### src/rtl/core/ccorr_pkg.sv
// Shared types and constants for the cross-correlation engine.
// Holds operation codes, register indexes, field widths and the
// controller/datapath command and status structs. No dependencies.
package ccorr_pkg;

   localparam int OP_W       = 2;
   localparam int INDEX_W    = 11;
   localparam int LEN_W      = 11;
   localparam int COUNT_W    = 11;
   localparam int SUM_W      = 48;
   localparam int CSR_IDX_W  = 2;
   localparam int CSR_DATA_W = 11;

   localparam logic [OP_W-1:0] OP_WRITE_H = 2'd0;
   localparam logic [OP_W-1:0] OP_WRITE_X = 2'd1;
   localparam logic [OP_W-1:0] OP_QUERY   = 2'd2;

   localparam logic [CSR_IDX_W-1:0] CSR_LEN_H = 2'd0;
   localparam logic [CSR_IDX_W-1:0] CSR_LEN_X = 2'd1;

   localparam logic [LEN_W-1:0] LEN_RESET = 11'd1024;

   localparam logic signed [SUM_W-1:0] SUM_MAX = 48'sh7FFF_FFFF_FFFF;
   localparam logic signed [SUM_W-1:0] SUM_MIN = -48'sh8000_0000_0000;

   typedef struct packed {
      logic write_h;
      logic write_x;
      logic capture;
      logic setup;
      logic step;
      logic load_rsp;
   } ctrl_cmd_type;

   typedef struct packed {
      logic lag_error;
      logic last_step;
      logic pipe_empty;
      logic out_free;
   } dp_status_type;

endpackage

### src/rtl/core/ccorr_ctrl.sv
// Sequencing state machine of the cross-correlation engine.
// Depends on ccorr_pkg for operation codes and the command/status structs.
module ccorr_ctrl import ccorr_pkg::*; (
   input  logic            clock,
   input  logic            reset,
   input  logic            req_valid,
   input  logic [OP_W-1:0] req_operation,
   output logic            req_ready,
   input  dp_status_type   status,
   output ctrl_cmd_type    cmd
);

   typedef enum logic [4:0] {
      ST_IDLE  = 5'b00001,
      ST_SETUP = 5'b00010,
      ST_RUN   = 5'b00100,
      ST_DRAIN = 5'b01000,
      ST_DONE  = 5'b10000
   } state_type;

   state_type state_ff, state_in;

   assign req_ready = (state_ff == ST_IDLE);

   always_comb begin
      state_in = state_ff;
      cmd      = '0;
      unique case (state_ff)
         ST_IDLE: begin
            if (req_valid) begin
               unique case (req_operation)
                  OP_WRITE_H: cmd.write_h = 1'b1;
                  OP_WRITE_X: cmd.write_x = 1'b1;
                  OP_QUERY: begin
                     cmd.capture = 1'b1;
                     state_in    = ST_SETUP;
                  end
                  default: ;
               endcase
            end
         end
         ST_SETUP: begin
            cmd.setup = 1'b1;
            state_in  = ST_RUN;
         end
         ST_RUN: begin
            if (status.lag_error) begin
               state_in = ST_DONE;
            end else begin
               cmd.step = 1'b1;
               if (status.last_step) begin
                  state_in = ST_DRAIN;
               end
            end
         end
         ST_DRAIN: begin
            if (status.pipe_empty) begin
               state_in = ST_DONE;
            end
         end
         ST_DONE: begin
            if (status.out_free) begin
               cmd.load_rsp = 1'b1;
               state_in     = ST_IDLE;
            end
         end
         default: state_in = ST_IDLE;
      endcase
   end

   always_ff @(posedge clock) begin
      if (reset) begin
         state_ff <= ST_IDLE;
      end else begin
         state_ff <= state_in;
      end
   end

   // An out-of-range lag skips the multiply-accumulate walk entirely.
   a_error_skips_walk: assert property (@(posedge clock) disable iff (reset)
      (state_ff == ST_RUN) && status.lag_error |=> (state_ff == ST_DONE))
      else $error("out-of-range lag did not go straight to the result");

   a_state_onehot: assert property (@(posedge clock) disable iff (reset)
      $onehot(state_ff))
      else $error("controller state is not one-hot");

   a_query_starts_setup: assert property (@(posedge clock) disable iff (reset)
      (state_ff == ST_IDLE) && req_valid && (req_operation == OP_QUERY)
      |=> (state_ff == ST_SETUP))
      else $error("accepted query did not start the lag setup");

endmodule

### config.mk
export PLATFORM = sky130hd
export DESIGN_NAME = ccorr_ctrl
export DESIGN_NICKNAME = d
export VERILOG_FILES = /design/src/rtl/core/ccorr_pkg.sv /design/src/rtl/core/ccorr_ctrl.sv
export SDC_FILE = /design/constraint.sdc
export NUM_CORES = 1
export LEC_CHECK = 0
export BUFFER_PORTS_ARGS = -buffer_cell sky130_fd_sc_hd__buf_2
export CAP_MARGIN = 20
export CORE_AREA = 2 2 39 41
export CTS_BUF_LIST = sky130_fd_sc_hd__clkbuf_4 sky130_fd_sc_hd__clkbuf_8
export CTS_CLUSTER_DIAMETER = 200
export DETAILED_ROUTE_END_ITERATION = 16
export DIE_AREA = 0 0 41 43
export MAX_ROUTING_LAYER = met4
export PLACE_DENSITY = 0.58
export REMOVE_ABC_BUFFERS = 1
export SLEW_MARGIN = 20
export SYNTH_ARGS = -nofsm -noshare
export SYNTH_HDL_FRONTEND = slang
export SYNTH_SLANG_ARGS = --single-unit
### constraint.sdc
create_clock -name clock -period 1.85 [get_ports clock]
set_input_delay 0.37 -clock clock [delete_from_list [all_inputs] [get_ports clock]]
set_output_delay 0.37 -clock clock [all_outputs]
set_load 0.02 [all_outputs]
* Yosys cells after proc, flatten, opt, wreduce, memory -nomap -nowiden
Cells that the tools add are included.
** Storage, ports and cells
- Bits in registers :: 5
- Latch bits :: 0
- Memory bits (writable) :: 0
- Bits in read-only memories :: 0
- Input bits :: 9
- Output and inout bits :: 7
- Logic and storage cells :: 32
- Memories :: 0
** Operators by class
- Add/subtract/negate cells :: 0
- Multiply operators :: 0
- Divide/modulo/power cells :: 0
- Magnitude comparators :: 0
- Equality and inequality tests :: 12
- Shifts and indexed selects :: 0
- Mux-type cells :: 17
- Bitwise operators :: 0
- Reductions and logical operators :: 2
** Operator list (count)
- $mux W5 :: 6
- $pmux W5 S5 :: 1
- $mux W1 :: 8
- $mux W3 :: 2
- $ne A2 B2 Y1 const B :: 3
- $eq A5 B1 Y1 const B :: 1
- $eq A5 B2 Y1 const B :: 1
- $eq A5 B3 Y1 const B :: 1
- $eq A5 B4 Y1 const B :: 1
- $eq A5 B5 Y1 const B :: 1
- $reduce_and A5 Y1 :: 1
- $ne A3 B3 Y1 const B :: 1
- $eq A2 B1 Y1 const B :: 1
- $eq A2 B2 Y1 const B :: 1
- $logic_not A2 Y1 :: 1
- $ne A2 B1 Y1 const B :: 1

* Depth between registers and ports, before layout
Gate-level depths: netlist (run 1).
- Word-level depth :: 4
- Gate-level depth with buffers :: 5
- Gate-level depth less buffers :: 5

* Least setup slack after synthesis (run 1)
Ideal clock, no wire load.
- Path type :: reg2out
- From :: register state_ff[2]
- To :: output port cmd[5] (netlist bit)
- Arrival :: 1596 ps
- Required time :: 1480 ps
- Slack :: -116 ps
- Cell stages (with the launch flop) :: 4
- Buffers on the path :: 0
- Cell sequence :: dfxtp_1 -> or2_4 -> or4b_4 -> nor4b_2
** RTL lines
- start: declaration :: line ccorr_ctrl.sv:21 : state_type state_ff, state_in;
- start signal: assignment :: line ccorr_ctrl.sv:75 : state_ff <= state_in;
- end: declaration :: line ccorr_ctrl.sv:10 : output ctrl_cmd_type cmd

==> results.py, run 1 <==
metrics = {
    "outcome": {
        "outcome": "finished, violations left",
        "violations": "negative setup slack",
    },
    "critical_path": {
        "cp.required_ns": 1.48,
        "path_max_fanout": 3,
        "r2r_cells": 6,
        "worstSetupPathType": "register to output port",
        "rr_startpoint": "state_ff[2]",
        "timing.rr.end": "state_ff[0]",
        "cp-start-kind": "register",
        "cp.arrival_ns": 1.72,
        "r2r_slack_ns": 0.02,
        "end_kind": "output port",
    },
    "grt": {
        "grt_pass1_vias": 328,
        "grt_start_max_net_pins": 7,
        "grt_overflow": 0,
        "track_usage": 0.112,
        "grt_pass1_wl_mm": 1.31,
        "antenna_found_initial": 0,
    },
    "finish": {
        "regMostFlops": "state_ff",
        "mostFrequentLayoutCells": "10 x buf_4, 9 x buf_2, 5 x nor2_1, 5 x buf_6",
        "layout-drive-gt1-share": 0.567,
        "final_nets": 77,
        "fill_cells": 139,
        "layout.cells.most_common": "buf_4",
        "largest_reg_flops": 5,
        "design_area_sq_um": 584,
        "n_antenna_cell": 0,
        "area_delta_synth_final_pct": 74.3,
        "instances_no_fill": 83,
        "top_regs": "state_ff x5",
    },
    "placement": {
        "place_area_sq_um": 460,
        "dp_hpwl_um": 658,
        "io_buffer_count": 15,
        "placedCellCount": 74,
        "gp_congestion": 0.669,
    },
    "synth": {
        "avgSynthCellArea_sq_um": 8.60,
        "synthArstFlopShare": 0,
        "synth-main-ff-cell": "dfxtp_1",
        "yosysSeqAreaShare": 0.299,
        "synthCells": 39,
        "synth.top_cell.area_share": 0.299,
        "ys_ff_latch": 5,
        "synth_top_cells_by_area": "dfxtp_1 30%, or4b_4 8.2%, nor2_1 7.8%, o32ai_1 5.2%, a21o_4 4.5%",
        "ys_warn_count": 0,
        "synth_cell_types": 22,
        "yosysTopAreaCell": "dfxtp_1",
        "synth-edff-count": 0,
        "syn_area_sq_um": 335,
    },
    "floorplanning": {
        "io-pin-count": 16,
        "die-area_sq_um": 1760,
        "core_area_sq_um": 1380,
        "rows": 14,
        "die_height_um": 43,
        "initial_core_util": 0.242,
        "die_w_um": 41,
    },
    "min_path": {
        "whs_path_depth": 2,
        "min_from": "reset",
        "min_path_type": "input port to register",
        "holdPathEnd": "state_ff[2]",
    },
    "timing": {
        "max_slew_margin": 0.751,
        "period_needed_ns": 2.09,
        "fin_worst_skew_ns": 0.00113,
        "whs_ns": 0.364,
        "clock.fmax_ghz": 0.478,
        "rsz0062_at_grt": "true",
        "timing.final.ws_setup_ns": -0.242,
        "finalHoldViolCount": 0,
        "finalCritPeriodShare": 1.13,
        "setup_viol": 6,
        "slew_viol_final": 0,
        "worstMarginPinSlew_ns": 0.364,
    },
    "detailed_routing": {
        "routed_via_density": 4.87,
        "wl_mm": 1.01,
        "dr.pass1.iters": 3,
        "drtAntennaViolNets": 0,
        "remaining_drc_errors": 0,
        "detail_route.wl_per_cell_um": 12.2,
        "route.vias.total": 404,
        "first_iter_violations": 5,
    },
    "job": {
        "maxCapViolations": 0,
    },
    "pwr": {
        "pwr-share-clk": 0.268,
        "p_seq_frac": 0.268,
        "p_total_mw": 0.520,
        "combPwrFrac": 0.464,
        "p_sw_frac": 0.339,
        "ir_drop_mv": 0.342,
        "power.leakage_nw": 0.271,
        "power_density_nw_per_um2": 890,
        "power.net_switching_mw": 0.176,
        "intPower_mw": 0.344,
    },
    "clock_network": {
        "root_buffer": "clkbuf_4",
        "cts_max_level": 1,
        "cts_buffers": 3,
        "cts_tree": "done",
        "ctsHoldBuffers": 0,
        "clk_latency_ns": 0.24,
        "cts.sinks": 5,
        "path_clk_slew_ns": 0.04,
        "clk_path_buf_depth": 2,
    },
}
-- power groups by stage --
stage / Sequential, mW / Clock (mW) / Combinational [mW]
3_3_place_gp: 0.139 / 0 / 0.185
2_1_floorplan: 0.136 / 0 / 0.115
3_5_place_dp: 0.140 / 0 / 0.184
5_1_grt: 0.142 / 0.150 / 0.260
6_report: 0.140 / 0.139 / 0.241
4_1_cts: 0.139 / 0.144 / 0.207
-- what timing repair did --
action                     in CTS  in global routing
pin swaps                       4                  2
resized for setup               7                 10
buffers inserted                1                  4
setup endpoints to repair       5                  5
-- routing by layer --
layer / part of all wire / GRT usage / up-vias / routed length (um)
li1: - / - / 207 / -
met1: 0.41 / 0.138 / 186 / 411
met2: 0.54 / 0.159 / 9 / 546
met3: 0.037 / 0.0314 / 2 / 38
met4: 0.019 / 0.0600 / 0 / 19
met5: 0 / - / - / 0
-- cells in the mapped netlist, drive strengths merged, types with 2 or more instances --
| master | count |
|---|---|
| nor2 | 7 |
| dfxtp | 5 |
| inv | 3 |
| nand2 | 2 |
| nand3 | 2 |
| nand3b | 2 |
| nor4b | 2 |
| o32ai | 2 |
| or4b | 2 |
-- stage by stage --
| step | worst slack, ns | setup TNS, ns | util |
|---|---|---|---|
| 6_report | -0.242 | -1.10 | 0.422 |
| 3_3_place_gp | 0.00963 | 0 | 0.333 |
| 2_1_floorplan | -0.116 | -0.199 | - |
| 5_1_grt | -0.282 | -1.37 | 0.422 |
| 4_1_cts | -0.243 | -0.892 | 0.377 |
| 3_5_place_dp | 0.00340 | 0 | 0.333 |
-- critical path: stages (launching register included) --
cell	delay (ns)
dfxtp_2	0.32
or2_4	0.25
or4b_4	0.52
nor4b_2	0.22
buf_4	0.18
-- layout make-up --
type,count,area [sq um],area share
multi-input combinational,30,240,0.411
timing repair buffer,24,176,0.302
sequential,5,101,0.173
clock buffer,4,30.0,0.0514
tap,16,20.0,0.0343
inverter,4,16.3,0.0278
-- worst max path at each step --
stage / startpoint / to / slack [ns]
6_report: state_ff[2] / cmd[5] / -0.24
5_1_grt: state_ff[2] / cmd[5] / -0.28
4_1_cts: state_ff[2] / cmd[5] / -0.24
3_5_place_dp: state_ff[2] / cmd[5] / 0.003
3_3_place_gp: state_ff[2] / cmd[5] / 0.01
2_1_floorplan: state_ff[2] / cmd[5] / -0.12
-- cells by family after synthesis --
group / count (synthesis) / synth area share
DFF: 5 / 0.299
xor gates and xnor gates: 1 / 0.0261
and+or+nand+nor: 20 / 0.399
AOI/OAI and AO/OA: 9 / 0.228
buffers and inverters: 4 / 0.0485
(Power assumes the default switching activity.)
==> run 2: changes to the inputs <==
--- a/config.mk
+++ b/config.mk
@@ -13,7 +13,7 @@
 export DETAILED_ROUTE_END_ITERATION = 16
 export DIE_AREA = 0 0 41 43
 export MAX_ROUTING_LAYER = met4
-export PLACE_DENSITY = 0.58
+export PLACE_DENSITY = 0.59
 export REMOVE_ABC_BUFFERS = 1
 export SLEW_MARGIN = 20
 export SYNTH_ARGS = -nofsm -noshare
==> constraint.sdc (replaced) <==
create_clock -name clock -period 1.76 [get_ports clock]
set_input_delay 0.352 -clock clock [delete_from_list [all_inputs] [get_ports clock]]
set_output_delay 0.352 -clock clock [all_outputs]
set_load 0.02 [all_outputs]
==> results.py, run 2 (synthesis gave the netlist of run 1 again) <==
metrics = {
    "pwr": {
        "power_density_nw_per_um2": 916,
        "p_seq_frac": 0.250,
        "power.leakage_nw": 0.281,
        "ir_drop_mv": 0.358,
        "p_sw_frac": 0.338,
        "intPower_mw": 0.366,
        "pwr-share-clk": 0.261,
        "combPwrFrac": 0.489,
        "power.net_switching_mw": 0.187,
    },
    "timing": {
        "timing.setup.tns_ns": -1.32,
        "period_needed_ns": 2.07,
        "rsz0062_at_grt": "true",
        "clock.fmax_ghz": 0.484,
        "finalHoldViolCount": 0,
        "max_slew_margin": 0.614,
        "slew_viol_final": 0,
        "fin_worst_skew_ns": 0.00265,
        "setup_viol": 6,
        "timing.final.ws_setup_ns": -0.306,
        "worstMarginPinSlew_ns": 0.564,
        "finalCritPeriodShare": 1.17,
        "whs_ns": 0.359,
    },
    "critical_path": {
        "path_max_fanout": 4,
        "cp.arrival_ns": 1.71,
        "r2r_cells": 6,
        "worstSetupPathType": "register to output port",
        "end_kind": "output port",
        "cp.required_ns": 1.41,
        "cp.buffers_inverters": 1,
        "rr_startpoint": "state_ff[2]",
        "crit_family": "simple AND/OR/NAND/NOR gates",
        "r2r_slack_ns": 0.06,
        "cp_cell_sequence": "or2_4 > or4b_4 > nor4b_4 > buf_4",
        "critical_path.startpoint": "state_ff[2]",
        "max_stage_delay_ns": 0.53,
        "slowest_stage": "or4b_4",
        "timing.rr.end": "state_ff[0]",
        "cp-start-kind": "register",
    },
    "finish": {
        "area_delta_synth_final_pct": 80.2,
        "largest_reg_flops": 5,
        "final_nets": 78,
        "final_util": 0.437,
        "design_area_sq_um": 604,
        "layout-drive-gt1-share": 0.574,
        "layout.cells.most_common": "buf_4",
        "top_regs": "state_ff x5",
        "n_antenna_cell": 0,
        "regMostFlops": "state_ff",
        "mostFrequentLayoutCells": "13 x buf_4, 9 x buf_2, 6 x nor2_1",
    },
    "clock_network": {
        "cts_buffers": 3,
        "post_cts_buffers": 0,
        "root_buffer": "clkbuf_4",
        "clk_path_buf_depth": 2,
        "clk_latency_ns": 0.24,
        "path_clk_slew_ns": 0.04,
        "ctsHoldBuffers": 0,
        "cts_max_level": 1,
        "cts_tree": "done",
        "cts.sinks": 5,
    },
    "placement": {
        "io_buffer_count": 15,
        "dp_slack_ns": -0.0634,
        "gp_congestion": 0.703,
        "dp_hpwl_um": 781,
        "place_area_sq_um": 505,
    },
    "min_path": {
        "holdPathEnd": "state_ff[2]",
        "whs_path_depth": 2,
        "min_from": "reset",
        "min_path_type": "input port to register",
    },
    "detailed_routing": {
        "route.vias.total": 414,
        "remaining_drc_errors": 0,
        "drtAntennaViolNets": 0,
        "first_iter_violations": 5,
        "routed_via_density": 4.93,
        "dr.pass1.iters": 3,
        "wl_um": 969,
        "detail_route.wl_per_cell_um": 11.5,
    },
    "floorplanning": {
        "die_w_um": 41,
        "initial_core_util": 0.242,
        "die_height_um": 43,
        "io-pin-count": 16,
        "rows": 14,
        "die-area_sq_um": 1760,
        "core_area_sq_um": 1380,
    },
    "grt": {
        "met3_usage": 0.0785,
        "track_usage": 0.142,
        "grt_start_max_net_pins": 7,
        "antenna_found_initial": 0,
        "grt_pass1_wl_mm": 1.61,
        "grt_pass1_vias": 384,
        "grt_overflow": 0,
        "busiest_layer": "met2",
        "grt_use_met2": 0.194,
        "grtUsageMet1": 0.167,
    },
    "outcome": {
        "outcome": "finished, violations left",
        "violations": "negative setup slack",
    },
    "job": {
        "maxCapViolations": 0,
    },
}
## run 2: cell count changes in the layout (fill, tap and decap cells not counted), moves of 2 or more
cell / change
buf_6: -2
nor4b_2: -2
nor4b_4: +2
buf_4: +3
## run 2: what timing repair did
action	in CTS	in global routing
resized for setup	9	7
endpoints found under the setup margin	6	8
pin swaps	1	2
## run 2: cell type report
type                            instances  area (sq um)
Multi-Input combinational cell         30           262
Clock buffer                            4          30.0
Sequential cell                         5           100
Timing Repair Buffer                   25           176
Inverter                                4          16.3
Fill cell                             134           779
Tap cell                               16          20.0
## run 2: power by group through the flow
stage,Combinational [mW],Sequential (mW),Clock [mW]
floorplan,0.121,0.143,0
global placement,0.220,0.138,0
detailed placement,0.225,0.140,0
CTS,0.256,0.138,0.152
global route,0.292,0.140,0.166
finish,0.271,0.138,0.144
## run 2: stage by stage
stage	power, mW	cells
floorplan	0.264	39
global placement	0.358	80
detailed placement	0.365	80
CTS	0.546	84
global route	0.598	84
finish	0.553	84
## run 2: worst max path at each step
stage / endpoint / slack [ns] / cells past startpoint
2_1_floorplan: cmd[5] / -0.19 / 3
4_1_cts: cmd[5] / -0.33 / 4
6_report: cmd[5] / -0.31 / 4
5_1_grt: cmd[5] / -0.38 / 4
3_3_place_gp: cmd[5] / -0.05 / 4
3_5_place_dp: cmd[5] / -0.06 / 4
## run 2: worst register-to-register path, cell delays in order, from the launching register on
cell	delay, ns
dfxtp_1	0.30
or2_4	0.25
buf_4	0.13
or4b_4	0.50
buf_4	0.16
o221ai_2	0.14
o31ai_1	0.09
## run 2: routing by layer
| metal | share of wire | vias up |
|---|---|---|
| met5 | 0 | - |
| met4 | 0 | 0 |
| met3 | 0.042 | 0 |
| met2 | 0.51 | 9 |
| met1 | 0.45 | 196 |
| li1 | - | 209 |
==> run 3: changes to the inputs <==
--- a/config.mk
+++ b/config.mk
@@ -5,6 +5,7 @@
 export SDC_FILE = /design/constraint.sdc
 export NUM_CORES = 1
 export LEC_CHECK = 0
+export ABC_AREA = 1
 export BUFFER_PORTS_ARGS = -buffer_cell sky130_fd_sc_hd__buf_2
 export CAP_MARGIN = 20
 export CORE_AREA = 2 2 39 41
@@ -13,7 +14,7 @@
 export DETAILED_ROUTE_END_ITERATION = 16
 export DIE_AREA = 0 0 41 43
 export MAX_ROUTING_LAYER = met4
-export PLACE_DENSITY = 0.59
+export PLACE_DENSITY = 0.63
 export REMOVE_ABC_BUFFERS = 1
 export SLEW_MARGIN = 20
 export SYNTH_ARGS = -nofsm -noshare
==> results.py, run 3 <==
metrics = {
    "timing": {
        "timing.final.ws_setup_ns": 0.101,
        "slew_viol_final": 0,
        "finalCritPeriodShare": 0.943,
        "timing.setup.tns_ns": 0,
        "max_slew_margin": 0.857,
        "worstMarginPinSlew_ns": 0.213,
        "clock.fmax_ghz": 0.603,
        "whs_ns": 0.295,
        "finalHoldViolCount": 0,
        "period_needed_ns": 1.66,
        "fin_worst_skew_ns": 0.00660,
        "rsz0062_at_grt": "true",
        "setup_viol": 0,
    },
    "synth": {
        "synth-compound-area-share": 0.0266,
        "synthAdderAreaFrac": 0,
        "synthArstFlopShare": 0,
        "yosysSeqAreaShare": 0.266,
        "synthCells": 61,
        "ys_ff_latch": 5,
        "synth_top_family_by_area": "simple AND/OR/NAND/NOR gates",
        "synthXorXnorAreaFrac": 0,
        "yosys.area_share.simple": 0.558,
        "synth.top_cell.area_share": 0.266,
        "yosysMostFrequentCell": "inv_1",
        "avgSynthCellArea_sq_um": 6.17,
        "synth_common_cells": "14 x inv_1, 9 x nand2_1, 7 x nor2_1",
        "ys_warn_count": 0,
        "synth_top_cells_by_area": "dfxtp_1 27%, inv_1 14%, nand2_1 9.0%, nand4_1 8.3%, nor2_2 8.3%",
        "synth_cell_types": 15,
        "syn_area_sq_um": 377,
        "yosysTopAreaCell": "dfxtp_1",
        "synth-edff-count": 0,
        "synthMuxAreaShare": 0,
        "synth-main-ff-cell": "dfxtp_1",
    },
    "pwr": {
        "pwr-share-clk": 0.229,
        "power.net_switching_mw": 0.298,
        "p_total_mw": 0.649,
        "p_sw_frac": 0.458,
        "power_density_nw_per_um2": 1230,
        "p_seq_frac": 0.260,
        "combPwrFrac": 0.511,
        "power.leakage_nw": 0.299,
        "ir_drop_mv": 0.750,
        "intPower_mw": 0.352,
    },
    "critical_path": {
        "cp.buffers_inverters": 1,
        "end_kind": "output port",
        "cp-start-kind": "register",
        "path_max_fanout": 6,
        "crit_family": "simple AND/OR/NAND/NOR gates",
        "r2r_slack_ns": 0.60,
        "path_depth": 5,
        "endpoint": "cmd[5]",
        "max_stage_delay_ns": 0.39,
        "cp.required_ns": 1.41,
        "cp.arrival_ns": 1.31,
        "worstSetupPathType": "register to output port",
        "r2r_cells": 7,
        "slowest_stage": "dfxtp_1",
        "rr_startpoint": "state_ff[3]",
        "critical_path.startpoint": "state_ff[0]",
        "cp_cell_sequence": "nand2_1 > nor2_2 > nand2_2 > nor4_2 > buf_4",
        "timing.rr.end": "state_ff[4]",
    },
    "detailed_routing": {
        "drtAntennaViolNets": 0,
        "wl_um": 852,
        "routed_via_density": 4.51,
        "detail_route.wl_per_cell_um": 8.88,
        "route.vias.total": 433,
        "remaining_drc_errors": 0,
        "dr.pass1.iters": 2,
        "first_iter_violations": 1,
    },
    "floorplanning": {
        "io-pin-count": 16,
        "initial_core_util": 0.272,
        "rows": 14,
        "die_w_um": 41,
        "core_area_sq_um": 1380,
        "die-area_sq_um": 1760,
        "die_height_um": 43,
    },
    "grt": {
        "grt_overflow": 0,
        "antenna_found_initial": 0,
        "grt_pass1_vias": 401,
        "grt_pass1_wl_mm": 1.55,
        "grt_start_max_net_pins": 8,
        "track_usage": 0.131,
    },
    "clock_network": {
        "post_cts_buffers": 0,
        "cts_buffers": 3,
        "path_clk_slew_ns": 0.05,
        "root_buffer": "clkbuf_4",
        "clk_latency_ns": 0.24,
        "cts_tree": "done",
        "cts_max_level": 1,
        "clk_path_buf_depth": 2,
        "cts.sinks": 5,
    },
    "finish": {
        "instances_no_fill": 96,
        "design_area_sq_um": 527,
        "mostFrequentLayoutCells": "14 x inv_1, 13 x buf_2, 8 x nand2_1",
        "largest_reg_flops": 5,
        "n_antenna_cell": 0,
        "final_util": 0.381,
        "area_delta_synth_final_pct": 39.9,
        "layout.cells.most_common": "inv_1",
        "top_regs": "state_ff x5",
        "layout-drive-gt1-share": 0.413,
        "final_nets": 90,
        "regMostFlops": "state_ff",
    },
    "placement": {
        "gp_congestion": 0.770,
        "dp_hpwl_um": 690,
        "placedCellCount": 92,
        "place_area_sq_um": 472,
        "io_buffer_count": 15,
        "dp_slack_ns": 0.263,
    },
    "job": {
        "maxCapViolations": 0,
    },
    "outcome": {
        "outcome": "completed",
    },
    "min_path": {
        "min_path_type": "input port to register",
    },
}
-- run 3: layout make-up --
| type | instances | area (sq um) |
|---|---|---|
| Clock buffer | 4 | 30.0 |
| Sequential cell | 5 | 100 |
| Inverter | 15 | 56.3 |
| Timing Repair Buffer | 15 | 80.1 |
| Multi-Input combinational cell | 41 | 240 |
| Tap cell | 16 | 20.0 |
| Fill cell | 160 | 857 |
-- run 3: routing by layer --
layer  wire [um]  GRT usage
met2         437      0.203
met5           0          -
met1         366      0.152
met3          48     0.0628
met4           0     0.0200
-- run 3: worst min path at each step --
stage                     slack [ns]  start  depth (start not counted)           to
final                           0.29  reset                          2  state_ff[2]
after global routing            0.29  reset                          2  state_ff[2]
after CTS                       0.29  reset                          2  state_ff[2]
after detailed placement        0.55  reset                          2  state_ff[2]
after global placement          0.56  reset                          2  state_ff[2]
after floorplan                 0.42  reset                          1  state_ff[2]
-- run 3: cells by family (layout without fill, tap and decap cells) --
family,Yosys count,in the layout
buffers and inverters,15,34
AND/OR/NAND/NOR,39,39
flip-flops,5,5
AO/OA/AOI/OAI,2,2
-- run 3: timing repair --
item / 4_1_cts / 5_1_grt
endpoints found under the setup margin: 0 / 3
hold buffers: 0 / 0
resized for setup: 0 / 6
-- run 3: power by group through the flow --
| stage | registers [mW] | logic [mW] | clock network, mW |
|---|---|---|---|
| 4_1_cts | 0.167 | 0.318 | 0.153 |
| 5_1_grt | 0.173 | 0.379 | 0.163 |
| 6_report | 0.169 | 0.332 | 0.149 |
| 3_3_place_gp | 0.167 | 0.313 | 0 |
| 2_1_floorplan | 0.164 | 0.246 | 0 |
| 3_5_place_dp | 0.169 | 0.314 | 0 |
